--- config.mk ---
export PLATFORM = sky130hd
export DESIGN_NAME = crmt_cell
export DESIGN_NICKNAME = d
export VERILOG_FILES = /design/src/rtl/core/crmt_pkg.sv /design/src/rtl/core/crmt_cell.sv
export SDC_FILE = /design/constraint.sdc
export NUM_CORES = 1
export LEC_CHECK = 0
export CAP_MARGIN = 5
export CORE_MARGIN = 1.5
export CORE_UTILIZATION = 55
export DETAILED_ROUTE_END_ITERATION = 8
export DONT_BUFFER_PORTS = 1
export PLACE_DENSITY = 0.7
export SYNTH_ARGS = -nofsm -noshare
export SYNTH_HDL_FRONTEND = slang
export SYNTH_SLANG_ARGS = --single-unit
export TNS_END_PERCENT = 5
--- constraint.sdc ---
create_clock -name clk -period 4 [get_ports clk]
set_clock_uncertainty 0.05 [all_clocks]
set_input_delay 0.8 -clock clk [delete_from_list [all_inputs] [get_ports clk]]
set_output_delay 0.8 -clock clk [all_outputs]
set_load 0.02 [all_outputs]
--- src/rtl/core/crmt_pkg.sv ---
// ----------------------------------------------------------------------------
// crmt_pkg
// shared types and constants of the channel range map table
// ----------------------------------------------------------------------------
package crmt_pkg;

	localparam int TABLE_DEPTH = 64;
	localparam int IdxW = (TABLE_DEPTH > 1) ? $clog2(TABLE_DEPTH) : 1;
	localparam int CntW = $clog2(TABLE_DEPTH + 1);

	typedef enum logic [1:0] {
		OP_INSERT = 2'd0,
		OP_LOOKUP = 2'd1,
		OP_CLEAR  = 2'd2
	} op_e_t;

	typedef enum logic [2:0] {
		ST_OK            = 3'd0,
		ST_MISS          = 3'd1,
		ST_ID_ORDER      = 3'd2,
		ST_CIRCUIT_ORDER = 3'd3,
		ST_ZERO          = 3'd4,
		ST_SPAN          = 3'd5,
		ST_FULL          = 3'd6
	} status_e_t;

	// request as it travels down the cell chain
	typedef struct packed {
		logic              lookup;    // lookup still searching while status is miss
		logic              wr;        // insert accepted, write at entry cnt
		logic [CntW-1:0]   cnt;       // table fill seen by this request
		logic [31:0]       id;
		logic [31:0]       first_id;
		logic [31:0]       last_id;
		logic [7:0]        unit;
		logic [15:0]       first_circuit;
		status_e_t         status;
		logic [7:0]        found_unit;
		logic [15:0]       found_circuit;
	} tok_t;

endpackage

--- src/rtl/core/crmt_cell.sv ---
// ----------------------------------------------------------------------------
// crmt_cell
// one table entry: stores a range and tests each passing request against it
// ----------------------------------------------------------------------------
module crmt_cell (
	input  logic                       clk,
	input  logic                       arst_n,
	input  logic                       adv,
	input  logic [crmt_pkg::IdxW-1:0]  cell_idx,
	input  logic                       in_valid,
	input  crmt_pkg::tok_t             in_tok,
	output logic                       out_valid,
	output crmt_pkg::tok_t             out_tok
);

	logic [31:0]     first_id_q;
	logic [31:0]     last_id_q;
	logic [7:0]      unit_q;
	logic [15:0]     first_circuit_q;
	logic            valid_q;
	crmt_pkg::tok_t  tok_q;
	crmt_pkg::tok_t  tok_d;
	logic            live;
	logic            hit;
	logic            write;

	// entry holds data only below the fill count that the request carries
	assign live  = crmt_pkg::CntW'(cell_idx) < in_tok.cnt;
	assign hit   = in_tok.lookup && (in_tok.status == crmt_pkg::ST_MISS) && live
		&& (in_tok.id >= first_id_q) && (in_tok.id <= last_id_q);
	assign write = in_valid && adv && in_tok.wr
		&& (in_tok.cnt[crmt_pkg::IdxW-1:0] == cell_idx);

	always_comb begin
		tok_d = in_tok;
		if (hit) begin
			tok_d.status        = crmt_pkg::ST_OK;
			tok_d.found_unit    = unit_q;
			tok_d.found_circuit = first_circuit_q + 16'(in_tok.id - first_id_q);
		end
	end

	always_ff @(posedge clk) begin
		if (write) begin
			first_id_q      <= in_tok.first_id;
			last_id_q       <= in_tok.last_id;
			unit_q          <= in_tok.unit;
			first_circuit_q <= in_tok.first_circuit;
		end
		if (adv && in_valid) begin
			tok_q <= tok_d;
		end
	end

	always_ff @(posedge clk or negedge arst_n) begin
		if (!arst_n) begin
			valid_q <= 1'b0;
		end else if (adv) begin
			valid_q <= in_valid;
		end
	end

	assign out_valid = valid_q;
	assign out_tok   = tok_q;

endmodule

==> results.txt <==
Outcome = completed
Footprint of the multi-input gates = 0.00283 mm²
Slew Limit Fails = 0
Buf/Inv on CP = 1
Vias in the first global route = 5699
Core area = 0.0189 mm²
DIE WIDTH = 143 µm
Post-route ant nets = 0
Area leader, netlist = edfxtp_1
Total GRT Usage = 19.8%
Setup ws final = 616 ps
Initial Util = 56.7%
Clock tree sinks = 245
Synth warnings = 0
Residual DRC = 0
WP data arrival = 3590 ps
Pwr Density = 467 mW/mm²
Pre-Repair DR Iteration Count = 4
Number of library cell types mapped by synthesis = 43
RSZ-0062 raised after global routing = no
Via/cell ratio = 5.53
DP HPWL = 15.4 mm
Seq/Total Area, Yosys = 68.6%
Peak supply drop = 367 µV
Asr flop ratio synth = 0.408%
Power Total = 0.00552 W
Synth Area per Inst = 15.6 µm²
CTS tree = built
CTS Buffer Depth = 3
Vias = 5484
H-tree depth = 1
Worst-path cell chain = fa_1 -> inv_1 -> ha_1 -> nor2b_1 -> o31a_1 -> o31a_1 -> a2111oi_0 -> nor3_1 -> xor2_1 -> mux2_4
Setup bufs post-CTS = 0
Crit path time final = 3380 ps
Hold WC Path Type = in2reg
Initial antenna violation count = 0
Crit path kind = reg2reg
Syn Inst Count = 689
Most frequent cells after synthesis = edfxtp_1 (244), inv_1 (131), ha_1 (86)
GP Congestion = 0.754
CP max FO = 5
Fin area = 0.0118 mm²
Drt first-iter violations = 361
Die height = 143 µm
Overflow after GRT = 0
Place WS = 215 ps
Slowest CP cell = fa_1
Mapped Area = 0.0107 mm²
CTS buffer count = 24
Worst Path Required = 4200 ps
Largest net degree at the start of global routing = 76
Cell row count = 50
DR WL/cell = 20.7 µm
Cell family with most CP delay = compound AO/OA/AOI/OAI gates
DIE AREA = 0.0203 mm²
Port bufs = 0
CP Launch Type = register
CP peak stage delay = 520 ps
Final WL = 20.5 mm
Worst Max-Slew Pin Slew = 922 ps
Reg clk slew, reported paths = 60 ps
Setup TNS = 0 ps
Hold Vio Cnt, Final = 0
Leak = 4.72 nW
Fmax = 295 MHz
Synth area leaders = edfxtp_1 (68%), ha_1 (10%), inv_1 (4.6%)
First-pass GRT wire length = 30.3 mm
Layout cells sized above 1 = 9.56%
Register Area = 0.00735 mm²
Synth top area share = 68.4%
EDFF count, synth = 244
Number of synthesized register bits = 245
Post-synthesis net count = 956
Antenna fix cells = 0
Relative slew slack = 38.5%
Clock Latency Late Sink = 520 ps
Filler cells = 1445
Layout Nets = 984
Clock Tree Root = clkbuf_16
Worst setup EP type = register
Setup Viol. Count Final = 0
Period utilization = 84.6%
Ports = 323
Syn-to-layout area delta = 10.3%
Post-placement cell area = 0.0111 mm²
MaxCap Viol Count = 0
Dominant synthesized flop cell = edfxtp_1
Crit-path most repeated cell = o31a_1
Count leader, synth = edfxtp_1
## state kept, by name, indices dropped and copies added, names as in the netlist
| name | count |
|---|---|
| unit_q | 8 |
| out_valid | 1 |
| last_id_q | 32 |
| first_circuit_q | 16 |
| first_id_q | 32 |
| out_tok | 156 |
## where the power goes
group / leakage, nW / switching [W] / internal [W] / total, W
Combinational: 2.09 / 0.000153 / 0.000112 / 0.000265
Sequential: 2.27 / 0.000168 / 0.00296 / 0.00312
Clock: 0.365 / 0.000899 / 0.00123 / 0.00213
## timing repair
item | in CTS | in global routing
endpoints found under the hold margin | 1 | 0
resized for setup | 0 | 0
setup endpoints to repair | 0 | 0
hold buffers | 1 | 0
## cell families (layout without fill, tap and decap cells)
group	after synthesis	after routing	synth area share (%)
simple gates	78	78	4.05
flops	245	245	68.6
compound gates	91	91	5.04
mux	25	25	3.25
fa+ha+maj	101	101	12.8
xor+xnor	13	13	1.06
buf+inv	136	179	5.14
## through the flow
stage	cells	hold slack, ps	utilization [%]
after global placement	950	454	58.5
after detailed placement	950	454	58.5
after floorplan	689	454	-
final	992	322	62.5
after CTS	992	298	62.5
after global routing	992	300	62.5
## worst paths after layout
check                                        startpoint                        to  slack, ps  depth (start not counted)
min in group asynchronous                        arst_n     out_valid$_DFFE_PN0P_        450                          1
worst min register to register      unit_q[3]$_DFFE_PP_     out_tok[19]$_DFFE_PP_        500                          1
worst max-delay path            first_id_q[2]$_DFFE_PP_     out_tok[12]$_DFFE_PP_        620                         10
worst max register to register  first_id_q[2]$_DFFE_PP_     out_tok[12]$_DFFE_PP_        620                         10
max in group asynchronous                        arst_n     out_valid$_DFFE_PN0P_       3350                          1
worst min-delay path                        in_tok[104]  first_id_q[21]$_DFFE_PP_        320                          0
## routing by layer
layer | global-route usage [%] | share of wire, %
met3 | 5.92 | 8.2
met5 | 0 | 0
met2 | 33.7 | 50
met1 | 24.7 | 40
met4 | 5.53 | 2.2
## cell usage in the layout, fill, tap and decap left out, types with 3 or more instances in the layout
cell,n
o21ai_0,18
buf_4,5
nand3_1,12
mux2_4,18
xnor2_1,10
a21o_1,10
nor2_1,11
ha_1,86
mux2_2,6
nor3_1,5
inv_1,131
xor2_1,3
a211oi_1,4
o21bai_1,3
edfxtp_1,244
nand4_1,12
clkinv_1,3
fa_1,15
a21oi_1,42
o21a_1,4
nand2_1,17
clkbuf_1,4
clkinv_2,4
clkbuf_16,24
## worst reg2reg max path, stage by stage (launching register included)
cell       delay (ps)
edfxtp_1          420
fa_1              520
inv_1              40
ha_1              340
nor2b_1           160
o31a_1            280
o31a_1            320
a2111oi_0         440
nor3_1            110
xor2_1            160
mux2_4            270
## area by class of cell
class                      count  area share (%)
tap                          260            2.75
clock buffer                  28            5.21
inverter                     131            4.16
timing repair buffer           7           0.572
clock inverter                13            1.12
sequential                   245            62.2
multi-input combinational    308            24.0
Power figures use the tool's default switching activity.
