`src/rtl/core/crmt_pkg.sv`:
```
// ----------------------------------------------------------------------------
// crmt_pkg
// shared types and constants of the channel range map table
// ----------------------------------------------------------------------------
package crmt_pkg;

	localparam int TABLE_DEPTH = 64;
	localparam int IdxW = (TABLE_DEPTH > 1) ? $clog2(TABLE_DEPTH) : 1;
	localparam int CntW = $clog2(TABLE_DEPTH + 1);

	typedef enum logic [1:0] {
		OP_INSERT = 2'd0,
		OP_LOOKUP = 2'd1,
		OP_CLEAR  = 2'd2
	} op_e_t;

	typedef enum logic [2:0] {
		ST_OK            = 3'd0,
		ST_MISS          = 3'd1,
		ST_ID_ORDER      = 3'd2,
		ST_CIRCUIT_ORDER = 3'd3,
		ST_ZERO          = 3'd4,
		ST_SPAN          = 3'd5,
		ST_FULL          = 3'd6
	} status_e_t;

	// request as it travels down the cell chain
	typedef struct packed {
		logic              lookup;    // lookup still searching while status is miss
		logic              wr;        // insert accepted, write at entry cnt
		logic [CntW-1:0]   cnt;       // table fill seen by this request
		logic [31:0]       id;
		logic [31:0]       first_id;
		logic [31:0]       last_id;
		logic [7:0]        unit;
		logic [15:0]       first_circuit;
		status_e_t         status;
		logic [7:0]        found_unit;
		logic [15:0]       found_circuit;
	} tok_t;

endpackage

```
`src/rtl/core/crmt_head.sv`:
```
// ----------------------------------------------------------------------------
// crmt_head
// checks inserts, keeps the fill count and launches requests into the chain
// ----------------------------------------------------------------------------
module crmt_head (
	input  logic                clk,
	input  logic                arst_n,
	input  logic                adv,
	input  logic                in_valid,
	input  logic [1:0]          opcode,
	input  logic [31:0]         lookup_id,
	input  logic [31:0]         first_id,
	input  logic [31:0]         last_id,
	input  logic [7:0]          range_unit,
	input  logic [15:0]         first_circuit,
	input  logic [15:0]         last_circuit,
	output logic                tok_valid,
	output crmt_pkg::tok_t      tok
);

	logic [crmt_pkg::CntW-1:0] count_q;
	logic                      valid_q;
	crmt_pkg::tok_t            tok_q;
	crmt_pkg::tok_t            tok_d;
	crmt_pkg::status_e_t       ins_status;
	logic                      accept;

	assign accept = in_valid && adv;

	always_comb begin
		priority if (first_id > last_id) begin
			ins_status = crmt_pkg::ST_ID_ORDER;
		end else if (first_circuit > last_circuit) begin
			ins_status = crmt_pkg::ST_CIRCUIT_ORDER;
		end else if (range_unit == 8'd0 || first_circuit == 16'd0) begin
			ins_status = crmt_pkg::ST_ZERO;
		end else if ((last_id - first_id) != {16'd0, last_circuit - first_circuit}) begin
			ins_status = crmt_pkg::ST_SPAN;
		end else if (count_q == crmt_pkg::CntW'(crmt_pkg::TABLE_DEPTH)) begin
			ins_status = crmt_pkg::ST_FULL;
		end else begin
			ins_status = crmt_pkg::ST_OK;
		end
	end

	always_comb begin
		tok_d               = '0;
		tok_d.cnt           = count_q;
		tok_d.id            = lookup_id;
		tok_d.first_id      = first_id;
		tok_d.last_id       = last_id;
		tok_d.unit          = range_unit;
		tok_d.first_circuit = first_circuit;
		tok_d.status        = crmt_pkg::ST_OK;
		unique case (crmt_pkg::op_e_t'(opcode))
			crmt_pkg::OP_INSERT: begin
				tok_d.status = ins_status;
				tok_d.wr     = (ins_status == crmt_pkg::ST_OK);
			end
			crmt_pkg::OP_LOOKUP: begin
				tok_d.status = crmt_pkg::ST_MISS;
				tok_d.lookup = 1'b1;
			end
			default: begin
			end
		endcase
	end

	always_ff @(posedge clk or negedge arst_n) begin
		if (!arst_n) begin
			count_q <= '0;
			valid_q <= 1'b0;
		end else if (adv) begin
			valid_q <= in_valid;
			if (in_valid) begin
				if (crmt_pkg::op_e_t'(opcode) == crmt_pkg::OP_CLEAR) begin
					count_q <= '0;
				end else if (tok_d.wr) begin
					count_q <= count_q + crmt_pkg::CntW'(1);
				end
			end
		end
	end

	always_ff @(posedge clk) begin
		if (accept) begin
			tok_q <= tok_d;
		end
	end

	assign tok_valid = valid_q;
	assign tok       = tok_q;

endmodule

```
`config.mk`:
```
export PLATFORM = sky130hd
export DESIGN_NAME = crmt_head
export DESIGN_NICKNAME = d
export VERILOG_FILES = /design/src/rtl/core/crmt_pkg.sv /design/src/rtl/core/crmt_head.sv
export SDC_FILE = /design/constraint.sdc
export NUM_CORES = 1
export LEC_CHECK = 0
export BUFFER_PORTS_ARGS = -buffer_cell sky130_fd_sc_hd__buf_4
export CAP_MARGIN = 15
export CORE_MARGIN = 2
export CORE_UTILIZATION = 45
export CTS_BUF_LIST = sky130_fd_sc_hd__clkbuf_2
export DETAILED_ROUTE_END_ITERATION = 6
export GPL_ROUTABILITY_DRIVEN = 0
export PLACE_DENSITY_LB_ADDON = 0.12
export SYNTH_ARGS = -nofsm -noshare
export SYNTH_HDL_FRONTEND = slang
export SYNTH_SLANG_ARGS = --single-unit
```
`constraint.sdc`:
```
create_clock -name clk -period 2 [get_ports clk]
set_clock_uncertainty 0.1 [all_clocks]
set_input_delay 0.2 -clock clk [delete_from_list [all_inputs] [get_ports clk]]
set_output_delay 0.2 -clock clk [all_outputs]
set_load 0.01 [all_outputs]
```
==> flow_summary.toml <==
[outcome]
outcome = "finished, violations left"
violations = "setup timing"

[placed_design]
hpwl_mm = 18.2
place_inst = 1370
port_buffers = 274

[die]
die_w_um = 137
start_util_pct = 46.1
coreArea_sq_mm = 0.0174
rows = 48
io_pins = 299
fp.dieH_um = 137
fp.dieArea_sq_mm = 0.0189

[worst_hold_path]
holdPathStages = 5
hold_path.class = "input pin to register"

[logic_synthesis]
yosysSeqAreaShare_pct = 52.1
synthArstFlopShare_pct = 5.71
synth_area_sq_mm = 0.00800
ys_ff_latch = 140
syn-instance-count = 713
synthDistinctLibCells = 72
synth_ff_type = "edfxtp_1"
synth_warnings = 0
syn_area_per_cell_sq_um = 11.2
synth-edff-count = 132

[clock_tree]
clockBufferDepth = 2
clk_latency_ns = 0.73
clk_pin_slew_worst_paths_ns = 0.24
cts_root_buf = "clkbuf_2"
cts_buffers = 17
cts.sinks = 140
cts_tree = "built"
htree_levels = 4

[timing]
slew_violations = 0
finalCritPeriodShare_pct = 150
rsz0062_at_grt = "yes"
setup_ws_ns = -1.01
max_freq_ghz = 0.332
holdWs_ns = 0.0352
tightest_slew_ns = 0.741
fin_setup_tns_ns = -10.42
finalHoldViolations = 0
max-slew-margin-rel_pct = 50.6
period_needed_ns = 3.01
setup_viol = 11

[finish]
layout-drive-gt1-share_pct = 40.8
utilization_pct = 76.6
final_cell_mix = "buf_4 (440), edfxtp_1 (132), dlygate4sd3_1 (127)"
multiInputGateArea_sq_mm = 0.00369
fin_cells = 1532
final_common_cell = "buf_4"
fillers = 1152
nets = 1488
seq_area_sq_mm = 0.00416
syn_to_final_growth_pct = 66.2

[setup_path]
cp_max_fo = 4
cp.required_ns = 2.41
r2r_cells = 8
end_kind = "register"
critPathKind = "input pin to register"
critPathLaunchType = "input pin"
cp.arrival_ns = 3.42

[routing]
wl_per_cell_um = 16.8
ant_nets = 0
vias = 7740
vias_per_cell = 5.05
drc = 0
drt_iter0_markers = 480
first_pass_iters = 5
totalWireLength_mm = 25.7

[pwr]
p_leak_nw = 5.92
p_per_area_mw_per_mm2 = 579
irDropWorstVdd_v = 0.000390

[global_routing]
antenna_found_initial = 1
first_global_vias = 7692
use_met2_pct = 47.8
grt_util_met3_pct = 5.04
grt.overflow.total = 0
groute.usage.overall_pct = 26.4
grt_pass1_wl_mm = 38.1
grt_max_degree = 133
grtUsageMet1_pct = 31.1
grt-busiest-layer = "met2"

[run]
cap_violations = 0
repair_timing:
action / CTS / global route
cloned: 0 / 0
setup buffers: 1 / 1
endpoints found under the setup margin: 11 / 11
hold buffers: 127 / 0
pin swaps: 8 / 8
endpoints found under the hold margin: 141 / 0
resized for setup: 15 / 28
per-layer routing:
layer | wire length (um) | vias up | share of wire, %
met2 | 13400 | 288 | 52
met5 | 0 | - | 0
met3 | 1510 | 36 | 5.9
met4 | 626 | 0 | 2.4
met1 | 10200 | 3618 | 40
li1 | - | 3798 | -
Yosys cell counts, types with 4 or more instances:
| library cell | count | share of area [%] |
|---|---|---|
| a211o_1 | 5 | 0.55 |
| a211oi_1 | 8 | 0.75 |
| a21o_1 | 11 | 1.0 |
| a21oi_1 | 52 | 3.3 |
| a31oi_1 | 7 | 0.55 |
| a32oi_1 | 4 | 0.44 |
| and2_1 | 5 | 0.39 |
| buf_4 | 25 | 2.3 |
| clkbuf_1 | 10 | 0.47 |
| dfrtp_1 | 8 | 2.5 |
| edfxtp_1 | 132 | 50 |
| ha_1 | 51 | 8.0 |
| inv_1 | 67 | 3.1 |
| nand2_1 | 55 | 2.6 |
| nand2b_1 | 6 | 0.47 |
| nand3_1 | 13 | 0.81 |
| nand4_1 | 21 | 1.6 |
| nor2_1 | 36 | 1.7 |
| nor2b_1 | 10 | 0.78 |
| nor3_1 | 9 | 0.56 |
| nor3b_1 | 4 | 0.38 |
| nor4_1 | 7 | 0.55 |
| o2111ai_1 | 4 | 0.44 |
| o211a_1 | 5 | 0.63 |
| o211ai_1 | 7 | 0.66 |
| o21a_1 | 11 | 1.0 |
| o21ai_0 | 29 | 1.8 |
| o31a_1 | 4 | 0.44 |
| o31ai_1 | 4 | 0.38 |
| or2_2 | 4 | 0.31 |
| or3_1 | 4 | 0.31 |
| xnor2_1 | 19 | 2.1 |
| xor2_1 | 11 | 1.2 |
through the flow:
stage	cell area [sq um]	worst slack, ns	total power, mW
6_report	13300	-1.01	7.69
5_1_grt	13300	-1.03	8.08
2_1_floorplan	8200	-1.57	4.70
4_1_cts	13200	-0.959	7.64
3_5_place_dp	11600	-1.92	5.84
3_3_place_gp	11600	-1.83	5.81
state kept, by name, summed over array words and instances, names as in the netlist:
register,count
count_q,7
tok_valid,1
tok,132
power by group:
group / switching, mW / internal, mW / total (mW)
Sequential: 0.0540 / 3.41 / 3.46
Combinational: 1.22 / 1.41 / 2.63
Clock: 1.23 / 0.368 / 1.60
critical path, stage by stage:
cell and delay (ns):
buf_12 0.09, inv_12 0.03, ha_4 0.15, fa_2 0.37
nor2b_4 0.16, o31ai_4 0.09, a311o_1 0.33, a211oi_2 0.33
and3b_1 0.22, a31oi_1 0.14, nand3_1 0.09, or4_4 0.54
or3_4 0.37, o311a_1 0.30
area by class of cell:
cell class	count	share of cell area, %
Antenna cell	1	0.0188
Multi-Input combinational cell	493	27.7
Tap cell	225	2.12
Timing Repair Buffer	574	35.1
Clock inverter	15	1.01
Sequential cell	140	31.3
Inverter	67	2.03
Clock buffer	17	0.640
final timing paths:
check / slack, ns / start / to
min in group asynchronous: 0.35 / arst_n / count_q[3]$_DFFE_PN0P_
worst max-delay path: -1.01 / last_id[0] / tok[26]$_DFFE_PP_
max in group asynchronous: 1.14 / arst_n / count_q[2]$_DFFE_PN0P_
worst min-delay path: 0.04 / last_id[31] / tok[24]$_DFFE_PP_
worst min register to register: 0.51 / count_q[6]$_DFFE_PN0P_ / tok[153]$_DFFE_PP_
worst max register to register: 0.12 / count_q[1]$_DFFE_PN0P_ / count_q[2]$_DFFE_PN0P_
kinds of logic after synthesis:
logic type      after synthesis  share of synthesized area [%]
other cells                   1                         0.0469
mux                           3                          0.391
flops                       140                           52.1
fa+ha+maj                    53                           8.48
buf+inv                     103                           6.02
xor+xnor                     33                           4.13
compound gates              183                           15.6
simple gates                197                           13.2
Power figures use the tool's default switching activity.
